`config.mk`:
```
export PLATFORM = sky130hd
export DESIGN_NAME = bgr_queue
export DESIGN_NICKNAME = d
export VERILOG_FILES = /design/src/bgr_pkg.sv /design/src/bgr_queue.sv
export SDC_FILE = /design/constraint.sdc
export NUM_CORES = 1
export LEC_CHECK = 0
export ABC_AREA = 1
export ABC_CLOCK_PERIOD_IN_PS = 9950
export BUFFER_PORTS_ARGS = -buffer_cell sky130_fd_sc_hd__buf_4
export CAP_MARGIN = 0
export CORE_MARGIN = 2
export CORE_UTILIZATION = 55
export CTS_CLUSTER_DIAMETER = 200
export DETAILED_ROUTE_END_ITERATION = 12
export HOLD_SLACK_MARGIN = 0.05
export PLACE_DENSITY = 0.87
export SYNTH_ARGS = -nofsm -noshare
export SYNTH_HDL_FRONTEND = slang
export SYNTH_SLANG_ARGS = --single-unit
```
`constraint.sdc`:
```
create_clock -name clock -period 9.95 [get_ports clock]
set_clock_uncertainty 0.1 [all_clocks]
set_input_delay 0.4975 -clock clock [delete_from_list [all_inputs] [get_ports clock]]
set_output_delay 0.4975 -clock clock [all_outputs]
set_load 0.005 [all_outputs]
```
`src/bgr_pkg.sv`:
```
// Shared types, coefficients and helpers for the BGR to 4:2:0 YCbCr converter.
// Used by every module under src; depends on nothing else.

package bgr_pkg;

   // Default size limits and register reset values.
   localparam int MAX_WIDTH_DEFAULT  = 4096;
   localparam int MAX_HEIGHT_DEFAULT = 4096;
   localparam logic [12:0] WIDTH_RESET  = 13'd640;
   localparam logic [12:0] HEIGHT_RESET = 13'd480;

   // Register indexes on the configuration port.
   localparam logic CSR_FRAME_WIDTH  = 1'b0;
   localparam logic CSR_FRAME_HEIGHT = 1'b1;

   // Queue between the front and the back.
   localparam int QUEUE_DEPTH = 4;
   localparam int QUEUE_AW    = $clog2(QUEUE_DEPTH);
   localparam int QUEUE_CW    = $clog2(QUEUE_DEPTH + 1);

   // Q16 coefficients; the chroma ones are magnitudes, signs are applied in the sums.
   localparam logic [16:0] Y_R  = 17'd19595;
   localparam logic [16:0] Y_G  = 17'd38470;
   localparam logic [16:0] Y_B  = 17'd7471;
   localparam logic [14:0] CB_R = 15'd11076;
   localparam logic [14:0] CB_G = 15'd21692;
   localparam logic [14:0] CR_G = 15'd27460;
   localparam logic [14:0] CR_B = 15'd5308;

   // Rounding constants: luma adds one half at bit 16, chroma adds the 128
   // offset and one half at bit 18 (four-pixel sums carry two more bits).
   localparam logic [24:0] LUMA_HALF   = 25'd32768;
   localparam logic [27:0] CHROMA_BIAS = 28'd33685504;

   typedef struct packed {
      logic [7:0] blue;
      logic [7:0] green;
      logic [7:0] red;
   } req_type;

   typedef struct packed {
      logic        is_chroma;
      logic [7:0]  luma;
      logic [7:0]  cb;
      logic [7:0]  cr;
      logic [11:0] column;
      logic [11:0] row;
      logic        last;
   } rsp_type;

   // One classified pixel on its way from the front to the back.
   typedef struct packed {
      logic        is_chroma;
      logic [7:0]  blue;
      logic [7:0]  green;
      logic [7:0]  red;
      logic [11:0] luma_column;
      logic [11:0] luma_row;
      logic [11:0] chroma_column;
      logic [11:0] chroma_row;
      logic [9:0]  sum_blue;
      logic [9:0]  sum_green;
      logic [9:0]  sum_red;
   } job_type;

   // Force a size register even and into the range 2..limit.
   function automatic logic [12:0] eff_size(input logic [12:0] value,
                                            input logic [13:0] limit);
      logic [12:0] v;
      v = {value[12:1], 1'b0};
      if (v < 13'd2) v = 13'd2;
      if ({1'b0, v} > limit) v = {limit[12:1], 1'b0};
      return v;
   endfunction

   // Clamp a chroma accumulator (bias already added) to 0..255.
   function automatic logic [7:0] clamp_chroma(input logic [27:0] acc);
      logic [7:0] res;
      if (acc[27]) res = 8'd0;
      else if (acc[26:18] > 9'd255) res = 8'd255;
      else res = acc[25:18];
      return res;
   endfunction

endpackage

```
`src/bgr_queue.sv`:
```
// Short job queue that decouples the pixel front from the arithmetic back.
// Depends on bgr_pkg for the job type and the queue depth.

module bgr_queue import bgr_pkg::*; (
   input  logic                clock,
   input  logic                reset,
   input  logic                push_valid,
   input  job_type             push_job,
   input  logic                pop,
   output logic                head_valid,
   output job_type             head_job,
   output logic [QUEUE_CW-1:0] count
);

   job_type             entry_ff [QUEUE_DEPTH];
   logic [QUEUE_AW-1:0] wr_ptr_ff;
   logic [QUEUE_AW-1:0] rd_ptr_ff;
   logic [QUEUE_CW-1:0] count_ff;
   logic [QUEUE_CW-1:0] count_in;
   logic                do_pop;

   // The front only pushes when a slot is free, so no full check here.
   assign do_pop = pop && (count_ff != '0);

   always_comb begin
      count_in = count_ff;
      if (push_valid && !do_pop) count_in = count_ff + QUEUE_CW'(1);
      else if (!push_valid && do_pop) count_in = count_ff - QUEUE_CW'(1);
   end

   // Pointers and fill level.
   always_ff @(posedge clock) begin
      if (reset) begin
         wr_ptr_ff <= '0;
         rd_ptr_ff <= '0;
         count_ff  <= '0;
      end else begin
         if (push_valid) wr_ptr_ff <= wr_ptr_ff + QUEUE_AW'(1);
         if (do_pop) rd_ptr_ff <= rd_ptr_ff + QUEUE_AW'(1);
         count_ff <= count_in;
      end
   end

   // Storage.
   always_ff @(posedge clock) begin
      if (push_valid) entry_ff[wr_ptr_ff] <= push_job;
   end

   assign head_valid = (count_ff != '0);
   assign head_job   = entry_ff[rd_ptr_ff];
   assign count      = count_ff;

endmodule

```
* After elaboration in Yosys (flattened, before gate mapping)
Memory sizes are Yosys's and may differ from the RTL's. A register that Yosys moved wholly into a read port is not among the register bits.
Index checks and enable logic that the tools add are counted.
** Storage, ports and cells
- Memories :: 1
- Logic and storage cells :: 21
- Register bits after elaboration :: 7
- Output and inout bits :: 107
- Bits in writable memories :: 412
** Memories
- entry_ff :: words 4, bits a word 103, rd ports 1, clocked after Yosys merged registers in 1, wr ports 1, RTL line bgr_queue.sv:15 : job_type entry_ff [QUEUE_DEPTH];
** Operators by class
- $add $sub $neg :: 4
- Reductions and logical operators :: 7
- Multiplexer cells :: 6
** Operators by type and width (number)
- 3-bit 2-to-1 mux :: 2
- 2-bit by 1-bit adder with 2-bit output (second input constant) :: 2
- 2-bit 2-to-1 mux :: 2
- 3-bit by 1-bit adder with 3-bit output (second input constant) :: 1
- 1-bit logical AND :: 3
- 3-bit nonzero test :: 1
- 3-bit by 1-bit subtractor with 3-bit output (second input constant) :: 1
- 1-bit zero test :: 2
- 1-bit 2-to-1 mux :: 2
- 2-bit nonzero test :: 1

* Longest topological paths before layout
- Word-level depth :: 5
- Mapped depth :: 12

* Worst setup path after synthesis
No wires, ideal clock.
- Path type :: flip-flop to flip-flop
- Start :: register wr_ptr_ff[0]
- End :: memory entry_ff[2][0] (netlist name) (enable)
- Period minus slack after synthesis :: 3.133 ns
- Path slack :: 6.817 ns
- Data required time :: 9.394 ns
- Cell stages (with the launch flop) :: 5
- Arrival time :: 2.577 ns
- Cells stage by stage :: dfxtp_1 -> inv_1 -> ha_1 -> nand2_1 -> inv_1
** RTL lines
- from (decl) :: RTL line bgr_queue.sv:16 : logic [QUEUE_AW-1:0] wr_ptr_ff;
- from (signal assigned) :: RTL line bgr_queue.sv:38 : if (push_valid) wr_ptr_ff <= wr_ptr_ff + QUEUE_AW'(1);
- to (decl) :: RTL line bgr_queue.sv:15
Straight into the memory's write port.

==> impl_results.md <==
* Status: completed
* Critical path buffers and inverters at 3
* Min-Delay Startpoint: push_job[17]
* Main flop type after synthesis: edfxtp_1
* Total Power at 4510 uW
* Die area at roughly 30000 um^2
* WS Path Type: register to primary output
* Met1 global-route usage at 0.282
* Row count at 61
* CP arrival at 3.40 ns
* Chip height at 173 um
* Clk_lat worst skew at 0.52 ns
* Slowest-stage cell, CP: dfxtp_4
* Max-slew violation count at 0
* Max_slew headroom at 0.186
* Post-synth top area cell: edfxtp_1
* Kind of end point of the critical path: primary output
* Clock-pin slew on the worst setup and hold paths at 0.07 ns
* Final-report setup violation count at 0
* CP startpoint kind: register
* Fraction of layout cells with a size suffix above 1 at 0.226
* #FFs+latches synth at 421
* Synth Warn # at 0
* Drt first pass iters at 7
* DR vias at approximately 9500
* DRT Wirelength at 33500 um
* Number of DRC markers in iteration 0 at 885
* Core area at 27900 um^2
* Residual DRC at 0
* Hold WC Path Type: input port to register
* Fin area at 18800 um^2
* Post-synth top area share at 0.789
* Power density over the cells at 240 nW/um^2
* H-tree depth at 2
* Count of cell types in the netlist at 18
* Least-Margin Pin Slew at around 1.2 ns
* Worst vdd ir at 204 uV
* Post-CTS resize count at 0
* Met2 usage at 0.370
* First-pass GRT wire length at 51700 um
* Post-Syn Nets at approximately 1200
* Number of max-cap violations at 0
* EDFF count, synth at 412
* CP most frequent cell: buf_4
* Starting Density at 0.561
* Synth top cells by count: 412 x edfxtp_1, 212 x nor2_1, 203 x o21ai_0, 103 x o22ai_1, 41 x clkbuf_1
* Period utilization at 0.402
* Setup_tns at 0 ns
* Gr usage total at 0.221
* Worst EP required at 9.35 ns
* Worst-path cell chain: buf_4 > buf_4 > o21ai_0 > o22ai_1 > buf_4
* Die W at 173 um
* Drt wl/cell at 20.1 um
* Seq/Total Area, Yosys at 0.801
* Initial antenna violation count at 1
* Routed Antenna Nets at 0
* Placed inst area at roughly 17000 um^2
* P&R area growth vs syn at 19.8%
* Ranking of synthesized cells by area: edfxtp_1 79%, o21ai_0 6.5%, nor2_1 5.1%
* Async SR Flop Fraction at 0
* Number of buffers added on ports at 213
* Max incr delay on CP at 0.74 ns
* Fin nets at roughly 1400
* Final min period at ~4 ns
* F_max at approximately 250 MHz
* Number of global-route vias before repair at 9473
* Grt peak-use layer: met2
* CTS sink count at between 400 and 500
* Clk root buf: clkbuf_16
* Pin count of the biggest net entering global routing at 133
* Top delay family on crit path: buffers and inverters
* Top-count cell post-synth: edfxtp_1
* Hold Vio Cnt, Final at 0
* Leak at between 0.006 and 0.007 uW
* IO Pins at 214
* CTS buffer count at 42
* Max FO, Critical Path at between 70 and 80
* Clock buffer depth at 3
* Reg2reg start: wr_ptr_ff[0]
* Syn avg cell area at between 10 and 15 um^2
* HPWL after DPL at ~19000 um
* TritonCTS clock tree: done
* Placer Congestion at 0.753
* Post-Syn Instances at about 1100
* Via density at 5.72
* GR Overflow Total at 0
* RSZ-0062 raised after global routing: no
* Synth Cell Area at 15700 um^2
* Met3 Use GR at 0.0649
-- through the flow --
step / setup slack, ns / instances / util / hold slack, ns
floorplan: 6.82 / 1058 / - / 0.359
global placement: 6.64 / 1591 / 0.625 / 0.370
detailed placement: 6.55 / 1591 / 0.625 / 0.387
CTS: 5.99 / 1664 / 0.672 / 0.0522
global route: 5.75 / 1664 / 0.672 / 0.0521
finish: 5.95 / 1665 / 0.672 / 0.0706
-- path summary, 6_finish.rpt --
| path | end | slack (ns) | depth (start not counted) |
|---|---|---|---|
| setup / recovery | head_job[49] | 5.95 | 5 |
| hold / removal | entry_ff[3][17] | 0.07 | 1 |
| setup reg to reg | entry_ff[0][56] | 7.35 | 5 |
| hold reg to reg | register | 0.40 | 2 |
-- cell type report --
class,instances,area (um^2)
Antenna cell,1,2.50
Clock buffer,49,1150
Clock inverter,23,168
Fill cell,1897,9160
Inverter,16,75.1
Multi-Input combinational cell,554,2670
Sequential cell,421,12600
Tap cell,378,473
Timing Repair Buffer,223,1680
-- worst register-to-register path, cell delays in order, from the launching register on --
cell,delay [ns]
dfxtp_1,0.33
inv_1,0.14
ha_1,0.17
nand2_1,0.08
inv_4,0.35
buf_4,0.92
-- metal layers --
metal  up-vias  routed length [um]
met4         0                 590
li1       4381                   -
met5         -                   0
met3        47                3140
met2       427               16600
met1      4669               13200
-- layout by cell type (no fill, tap or decap), drive strengths merged --
cell,instances
edfxtp,412
buf,222
nor2,212
o21ai,209
o22ai,103
clkbuf,49
clkinv,20
inv,16
nand2,15
dfxtp,9
a21oi,5
ha,5
nand3,3
bufinv,2
diode,1
xor2,1
fa,1
clkinvlp,1
dlygate4sd3,1
-- timing repair --
action                                 4_1_cts  5_1_grt
hold buffers                                 1        0
setup buffers                                0        0
endpoints found under the hold margin        3        0
-- where the power goes --
group	switching [uW]	total, uW	internal [uW]
Clock	611	1490	876
Sequential	51.2	2090	2040
Combinational	540	935	396
Total	1200	4510	3310
-- state kept, by name (all words and copies together), names as in the netlist, named ones only --
name / flops
entry_ff: 412
rd_ptr_ff: 2
count: 3
wr_ptr_ff: 2
-- kinds of logic after synthesis --
group / synth area share
compound gates: 0.109
simple gates: 0.0553
xor+xnor: 0.000559
flops: 0.801
buf+inv: 0.0287
fa+ha+maj: 0.00527
Note: power is estimated with default switching activity, not from simulation.
