File: config.mk
export PLATFORM = sky130hd
export DESIGN_NAME = bgr_back
export DESIGN_NICKNAME = d
export VERILOG_FILES = /design/src/bgr_pkg.sv /design/src/bgr_back.sv
export SDC_FILE = /design/constraint.sdc
export NUM_CORES = 1
export LEC_CHECK = 0
export ABC_AREA = 1
export CORE_MARGIN = 3
export CORE_UTILIZATION = 60
export DETAILED_ROUTE_END_ITERATION = 10
export DONT_BUFFER_PORTS = 1
export PLACE_DENSITY_LB_ADDON = 0.1
export SLEW_MARGIN = 20
export SYNTH_ARGS = -nofsm -noshare
export SYNTH_HDL_FRONTEND = slang
export SYNTH_SLANG_ARGS = --single-unit
File: constraint.sdc
create_clock -name clock -period 11.8 [get_ports clock]
set_input_delay 1.18 -clock clock [delete_from_list [all_inputs] [get_ports clock]]
set_output_delay 1.18 -clock clock [all_outputs]
set_load 0.05 [all_outputs]
File: src/bgr_pkg.sv
// Shared types, coefficients and helpers for the BGR to 4:2:0 YCbCr converter.
// Used by every module under src; depends on nothing else.

package bgr_pkg;

   // Default size limits and register reset values.
   localparam int MAX_WIDTH_DEFAULT  = 4096;
   localparam int MAX_HEIGHT_DEFAULT = 4096;
   localparam logic [12:0] WIDTH_RESET  = 13'd640;
   localparam logic [12:0] HEIGHT_RESET = 13'd480;

   // Register indexes on the configuration port.
   localparam logic CSR_FRAME_WIDTH  = 1'b0;
   localparam logic CSR_FRAME_HEIGHT = 1'b1;

   // Queue between the front and the back.
   localparam int QUEUE_DEPTH = 4;
   localparam int QUEUE_AW    = $clog2(QUEUE_DEPTH);
   localparam int QUEUE_CW    = $clog2(QUEUE_DEPTH + 1);

   // Q16 coefficients; the chroma ones are magnitudes, signs are applied in the sums.
   localparam logic [16:0] Y_R  = 17'd19595;
   localparam logic [16:0] Y_G  = 17'd38470;
   localparam logic [16:0] Y_B  = 17'd7471;
   localparam logic [14:0] CB_R = 15'd11076;
   localparam logic [14:0] CB_G = 15'd21692;
   localparam logic [14:0] CR_G = 15'd27460;
   localparam logic [14:0] CR_B = 15'd5308;

   // Rounding constants: luma adds one half at bit 16, chroma adds the 128
   // offset and one half at bit 18 (four-pixel sums carry two more bits).
   localparam logic [24:0] LUMA_HALF   = 25'd32768;
   localparam logic [27:0] CHROMA_BIAS = 28'd33685504;

   typedef struct packed {
      logic [7:0] blue;
      logic [7:0] green;
      logic [7:0] red;
   } req_type;

   typedef struct packed {
      logic        is_chroma;
      logic [7:0]  luma;
      logic [7:0]  cb;
      logic [7:0]  cr;
      logic [11:0] column;
      logic [11:0] row;
      logic        last;
   } rsp_type;

   // One classified pixel on its way from the front to the back.
   typedef struct packed {
      logic        is_chroma;
      logic [7:0]  blue;
      logic [7:0]  green;
      logic [7:0]  red;
      logic [11:0] luma_column;
      logic [11:0] luma_row;
      logic [11:0] chroma_column;
      logic [11:0] chroma_row;
      logic [9:0]  sum_blue;
      logic [9:0]  sum_green;
      logic [9:0]  sum_red;
   } job_type;

   // Force a size register even and into the range 2..limit.
   function automatic logic [12:0] eff_size(input logic [12:0] value,
                                            input logic [13:0] limit);
      logic [12:0] v;
      v = {value[12:1], 1'b0};
      if (v < 13'd2) v = 13'd2;
      if ({1'b0, v} > limit) v = {limit[12:1], 1'b0};
      return v;
   endfunction

   // Clamp a chroma accumulator (bias already added) to 0..255.
   function automatic logic [7:0] clamp_chroma(input logic [27:0] acc);
      logic [7:0] res;
      if (acc[27]) res = 8'd0;
      else if (acc[26:18] > 9'd255) res = 8'd255;
      else res = acc[25:18];
      return res;
   endfunction

endpackage

File: src/bgr_back.sv
// Back end: products, sums with rounding and clamping, and the result register
// that emits luma and then chroma. Depends on bgr_pkg.

module bgr_back import bgr_pkg::*; (
   input  logic    clock,
   input  logic    reset,
   input  logic    head_valid,
   input  job_type head_job,
   output logic    pop,
   output logic    rsp_valid,
   input  logic    rsp_ready,
   output rsp_type rsp_data
);

   // Product stage.
   logic        p_valid_ff;
   job_type     p_job_ff;
   logic [23:0] py_r_ff;
   logic [23:0] py_g_ff;
   logic [23:0] py_b_ff;
   logic [24:0] pcb_r_ff;
   logic [24:0] pcb_g_ff;
   logic [24:0] pcr_g_ff;
   logic [24:0] pcr_b_ff;

   // Sum stage.
   logic        s_valid_ff;
   job_type     s_job_ff;
   logic [7:0]  s_luma_ff;
   logic [7:0]  s_cb_ff;
   logic [7:0]  s_cr_ff;

   // Result register.
   logic        out_valid_ff;
   logic        out_phase_ff;
   job_type     out_job_ff;
   logic [7:0]  out_luma_ff;
   logic [7:0]  out_cb_ff;
   logic [7:0]  out_cr_ff;

   logic        advance;
   logic        rsp_fire;
   logic        out_done;
   logic [24:0] y_sum;
   logic [27:0] cb_acc;
   logic [27:0] cr_acc;

   assign rsp_fire = out_valid_ff && rsp_ready;
   assign out_done = out_phase_ff || !out_job_ff.is_chroma;
   // The whole pipeline moves when the result register is free this cycle.
   assign advance  = !out_valid_ff || (rsp_fire && out_done);
   assign pop      = advance && head_valid;

   // Weighted sums of the product stage with rounding.
   assign y_sum  = {1'b0, py_r_ff} + {1'b0, py_g_ff} + {1'b0, py_b_ff} + LUMA_HALF;
   assign cb_acc = 28'({p_job_ff.sum_blue, 15'd0}) - 28'(pcb_r_ff) - 28'(pcb_g_ff)
                   + CHROMA_BIAS;
   assign cr_acc = 28'({p_job_ff.sum_red, 15'd0}) - 28'(pcr_g_ff) - 28'(pcr_b_ff)
                   + CHROMA_BIAS;

   // Valid bits and output phase.
   always_ff @(posedge clock) begin
      if (reset) begin
         p_valid_ff   <= 1'b0;
         s_valid_ff   <= 1'b0;
         out_valid_ff <= 1'b0;
         out_phase_ff <= 1'b0;
      end else begin
         if (advance) begin
            p_valid_ff   <= head_valid;
            s_valid_ff   <= p_valid_ff;
            out_valid_ff <= s_valid_ff;
            out_phase_ff <= 1'b0;
         end else if (rsp_fire) begin
            out_phase_ff <= 1'b1;
         end
      end
   end

   // Datapath registers.
   always_ff @(posedge clock) begin
      if (advance) begin
         p_job_ff <= head_job;
         py_r_ff  <= 24'(Y_R * 24'(head_job.red));
         py_g_ff  <= 24'(Y_G * 24'(head_job.green));
         py_b_ff  <= 24'(Y_B * 24'(head_job.blue));
         pcb_r_ff <= 25'(CB_R * 25'(head_job.sum_red));
         pcb_g_ff <= 25'(CB_G * 25'(head_job.sum_green));
         pcr_g_ff <= 25'(CR_G * 25'(head_job.sum_green));
         pcr_b_ff <= 25'(CR_B * 25'(head_job.sum_blue));

         s_job_ff  <= p_job_ff;
         s_luma_ff <= (y_sum[24:16] > 9'd255) ? 8'd255 : y_sum[23:16];
         s_cb_ff   <= clamp_chroma(cb_acc);
         s_cr_ff   <= clamp_chroma(cr_acc);

         out_job_ff  <= s_job_ff;
         out_luma_ff <= s_luma_ff;
         out_cb_ff   <= s_cb_ff;
         out_cr_ff   <= s_cr_ff;
      end
   end

   // First the luma word, then for a chroma pixel the chroma word.
   always_comb begin
      if (out_phase_ff) begin
         rsp_data.is_chroma = 1'b1;
         rsp_data.luma      = 8'd0;
         rsp_data.cb        = out_cb_ff;
         rsp_data.cr        = out_cr_ff;
         rsp_data.column    = out_job_ff.chroma_column;
         rsp_data.row       = out_job_ff.chroma_row;
         rsp_data.last      = 1'b1;
      end else begin
         rsp_data.is_chroma = 1'b0;
         rsp_data.luma      = out_luma_ff;
         rsp_data.cb        = 8'd0;
         rsp_data.cr        = 8'd0;
         rsp_data.column    = out_job_ff.luma_column;
         rsp_data.row       = out_job_ff.luma_row;
         rsp_data.last      = !out_job_ff.is_chroma;
      end
   end

   assign rsp_valid = out_valid_ff;

endmodule

# --- Yosys cells after proc, flatten, opt, wreduce, memory -nomap -nowiden ---
# Cells that the tools add are included.
classes:
  n_mul: 7
  addsub: 9
  reduce_logical: 8
  mux: 3
  magnitude_cmp: 3
ops:
  columns: ["op", "n"]
  rows:
  - ["$add 27x27->28 const B", 2]
  - ["$mux 50", 1]
  - ["$mul 13x10->23 const A", 2]
  - ["$mul 15x8->23 const A", 2]
  - ["$gt 9x8->1 const B", 3]
  - ["$sub 26x24->27", 1]
  - ["$sub 26x26->27", 1]
  - ["$sub 25x24->26", 1]
  - ["$sub 25x25->26", 1]
  - ["$add 23x24->25", 1]
  - ["$add 25x16->25 const B", 1]
  - ["$add 25x21->25", 1]
  - ["$mul 12x10->22 const A", 1]
  - ["$mul 11x10->21 const A", 1]
  - ["$mul 13x8->21 const A", 1]
  - ["$mux 8", 2]
  - ["$logic_and 1x1->1", 3]
  - ["$logic_not 1->1", 2]
  - ["$logic_or 1x1->1", 2]
  - ["$reduce_or 2->1", 1]
totals:
  register_bits: 375
  output_inout_bits: 52
  elab_cells: 64

# --- Depth between registers and ports, before layout ---
depth:
  ltp_word: 5
  mapped_depth: 28
  mapped_depth_nobuf: 28

# --- Worst setup path before layout ---
# Ideal clock, no wire load.
synth_timing:
  path_type: "input port to output port"
  from: "input port rsp_ready"
  to: "output port pop"
  cell_stages: 4
  path_slack_ps: 490
  path_buffers: 0
  required_time_ps: 10620
  arrival_ps: 10130
  path_cell_list: "nand2_1 nand2_1 nand2_1 inv_1"
synth_via:
  elab_chain_cells: 4
synth_rtl:
  columns: ["element", "line_no", "rtl"]
  rows:
  - ["from (decl)", "bgr_back.sv:11", "input logic rsp_ready,"]
  - ["$logic_and 1x1->1", "bgr_back.sv:48", "assign rsp_fire = out_valid_ff && rsp_ready;"]
  - ["$logic_and 1x1->1", "bgr_back.sv:51", "assign advance = !out_valid_ff || (rsp_fire && out_done);"]
  - ["$logic_or 1x1->1", "bgr_back.sv:51", null]
  - ["net advance", "bgr_back.sv:41", "logic advance;"]
  - ["$logic_and 1x1->1", "bgr_back.sv:52", "assign pop = advance && head_valid;"]
  - ["to (decl)", "bgr_back.sv:9", "output logic pop,"]
# The timed path passes the listed nets, and every way through them passes these cells.

# --- Final worst setup path ---
layout_timing:
  from: "input port head_job[27] in the netlist's numbering"
  to: "register pcr_b_ff[21] (data pin)"
layout_via:
  elab_chain_cells: 1
layout_rtl:
  columns: ["element", "line_no", "rtl"]
  rows:
  - ["from (decl)", "bgr_back.sv:8", "input job_type head_job,"]
  - ["$mul 11x10->21", "bgr_back.sv:90", "pcr_b_ff <= 25'(CR_B * 25'(head_job.sum_blue));"]
  - ["to (signal assigned)", "bgr_back.sv:90", null]
  - ["to (decl)", "bgr_back.sv:24", "logic [24:0] pcr_b_ff;"]
# No other way between the ends.
# A chain may end at the register's enable or synchronous reset.

==> flow_summary_export.csv <==
group,metric,value,unit
status,status,"finished, final reports clean",
sta,tightestPinTransition,1050,ps
clock_network,numCtsBuffers,41,
setup_path,critPathRequiredTime,12120,ps
logic_synthesis,synth-compound-area-share,0.05198,
floorplanning,initial_core_util,0.6081,
logic_synthesis,syn-instance-count,3827,
setup_path,reg2reg_slack,7410,ps
logic_synthesis,synth_top_area_share,0.3184,
clock_network,htreeDepth,2,
floorplanning,die_w,245.5,um
grt,antenna_found_initial,1,
grt,grt_max_degree,183,
logic_synthesis,synth_fa_ha_area_frac,0.3346,
sta,hold_violations,0,
sta,maxSlewHeadroom,0.2977,
setup_path,critPathSlowestCell,"fa_1",
sta,skew,14.08,ps
sta,drv_slew,0,
logic_synthesis,synthMuxAreaShare,0,
grt,track_usage,0.2530,
detailed_routing,ant_nets,0,
placed_design,port_buffers,0,
detailed_routing,wire_per_inst,16.04,um
clock_network,postCtsResizedCells,0,
setup_path,path_max_fanout,6,
setup_path,critPathCaptureType,"flip-flop",
logic_synthesis,yosysSeqAreaShare,0.3207,
layout,final_net_count,4772,
setup_path,cpPeakStageDelay,540,ps
clock_network,post_cts_buffers,0,
clock_network,cts.sinks,369,
clock_network,cts_tree,"done",
setup_path,worstSetupPathType,"input port to flip-flop",
setup_path,worst_setup_path_start_kind,"input port",
grt,overflow,0,
sta,fin_setup_tns,0,ps
clock_network,ctsRootBufferMaster,"clkbuf_16",
floorplanning,die_h,245.5,um
logic_synthesis,synth_area_leader_cell,"edfxtp_1",
detailed_routing,drt_iter0_drc,1567,
sta,fin_crit_sh,0.4191,
logic_synthesis,synthDistinctLibCells,43,
logic_synthesis,syn-cell-area,34420,um^2
floorplanning,dieArea,60280,um^2
layout,nFillCells,4843,
clock_network,ctsHoldBuffers,0,
worst_hold_path,worstHoldPathType,"flip-flop to flip-flop",
layout,area_growth,6.957,%
logic_synthesis,syn_nets,4734,
clock_network,clk_latency,560,ps
sta,rsz0062_at_grt,"no",
logic_synthesis,synthTopCellsByArea,"edfxtp_1, ha_1, fa_1, nand2_1, inv_1",
detailed_routing,vias,24316,
run,cap_violations,0,
logic_synthesis,syn_avg_cell_area,8.994,um^2
floorplanning,rows,87,
placed_design,routabilityCongestion,0.9406,
logic_synthesis,yosysMostFrequentCell,"nand2_1",
logic_synthesis,postSynth.asyncResetShare,0,
detailed_routing,drc,0,
floorplanning,pin_count,159,
detailed_routing,wl,74.61,mm
detailed_routing,vias_per_cell,5.226,
detailed_routing,dr.pass1.iters,6,
logic_synthesis,ys.warnings.count,0,
clock_network,clk_path_buf_depth,3,
logic_synthesis,synth.ff_latch_count,369,
placed_design,dp_hpwl,61.81,mm
grt,grt_pass1_vias,23847,
sta,max_freq,202.2,MHz
grt,grt_pass1_wl,121.8,mm
logic_synthesis,synthFlopType,"edfxtp_1",
clock_network,cts.clk_slew.worst_paths,60,ps
floorplanning,coreArea,56600,um^2
sta,setup_viol,0,
setup_path,cp.arrival,5260,ps
logic_synthesis,synth_xor_area_frac,0.03817,
logic_synthesis,yosys.area_share.simple,0.1670,
logic_synthesis,synth_edf_count,365,
layout,drive_gt1_frac,0.03056,
logic_synthesis,synth_top_family_by_area,"adder cells",
sta,finalCriticalPeriod,4946,ps
logic_synthesis,yosys-top-cells-count,"nand2_1, inv_1, ha_1",
setup_path,cp_cell_sequence,"fa_1 > inv_1 > fa_1 > fa_1 > inv_1 > fa_1 > inv_1 > fa_1 > inv_1 > ha_1 > nand2_1 > nor4_1 > nand3_1 > nand3_1 > nand2_1 > inv_1 > nor2_1",
sequential cells by signal, indices dropped and copies added (netlist names):
register	cells
s_job_ff	49
p_valid_ff	1
py_g_ff	23
py_b_ff	21
py_r_ff	23
p_job_ff	69
out_phase_ff	1
out_job_ff	49
pcb_g_ff	22
pcr_b_ff	20
s_luma_ff	8
out_cr_ff	8
out_luma_ff	8
pcb_r_ff	18
pcr_g_ff	23
s_cr_ff	8
rsp_valid	1
s_valid_ff	1
out_cb_ff	8
s_cb_ff	8
cell type report:
cell class              instances  area, um^2  area share
multi-input cells            2657       20380      0.5535
flip-flops and latches        369       11040      0.2999
inverters                     792        2973     0.08075
clock buffers                  46        1066     0.02895
well taps                     756       945.9     0.02569
clock inverters                26       361.6    0.009822
repair buffers                  4       42.54    0.001155
diodes                          3       7.507   0.0002039
placed cells by master, fill, tap and decap left out, drive strengths merged, types with 53 or more instances in the layout:
| cell | n |
|---|---|
| o21ai | 79 |
| xor2 | 115 |
| nand4 | 53 |
| fa | 201 |
| nand2 | 857 |
| a21oi | 184 |
| nor2 | 259 |
| nand3 | 160 |
| edfxtp | 365 |
| inv | 795 |
| ha | 599 |
through the flow:
| stage | setup WS [ps] | utilization | std cells | hold WS [ps] | instance area (um^2) |
|---|---|---|---|---|---|
| finish | 6854 | 0.6504 | 4653 | 413.4 | 36820 |
| detailed placement | 6305 | 0.6251 | 4578 | 404.5 | 35380 |
| global route | 6655 | 0.6503 | 4650 | 416.5 | 36810 |
| floorplan | 489.8 | - | 3827 | 400.3 | 34420 |
| CTS | 6901 | 0.6503 | 4650 | 413.8 | 36810 |
| global placement | 6367 | 0.6251 | 4578 | 400.4 | 35380 |
worst paths after layout:
kind                                   start        endpoint  depth (start not counted)
worst max-delay path            head_job[27]    pcr_b_ff[21]                         17
worst min-delay path            s_job_ff[55]  out_job_ff[55]                          0
worst max register to register  out_phase_ff    pcb_r_ff[22]                          7
worst min register to register  s_job_ff[55]  out_job_ff[55]                          0
cells by family (layout without fill, tap and decap cells):
logic type,Yosys count,after routing
and+or+nand+nor,1381,1381
buffers and inverters,801,868
adders and majority gates,800,800
DFF,369,369
AOI/OAI and AO/OA,326,326
xor gates and xnor gates,150,150
other,0,3
metal layers:
metal  track usage  vias to the layer above  part of all wire
met4       0.05193                        2             0.019
met1        0.3723                    11198              0.49
met5             0                        -           0.00017
li1              -                    12504                 -
met3       0.04165                       84             0.058
met2        0.3971                      528              0.44
critical path: cells and delay by family:
| kind | cells | cell delay [ps] |
|---|---|---|
| fa+ha+maj | 6 | 2910 |
| simple gates | 6 | 910 |
| buf+inv | 5 | 260 |
Power is not shown: default switching activity piles up to over one toggle a cycle in this logic, so the estimate is an artifact.
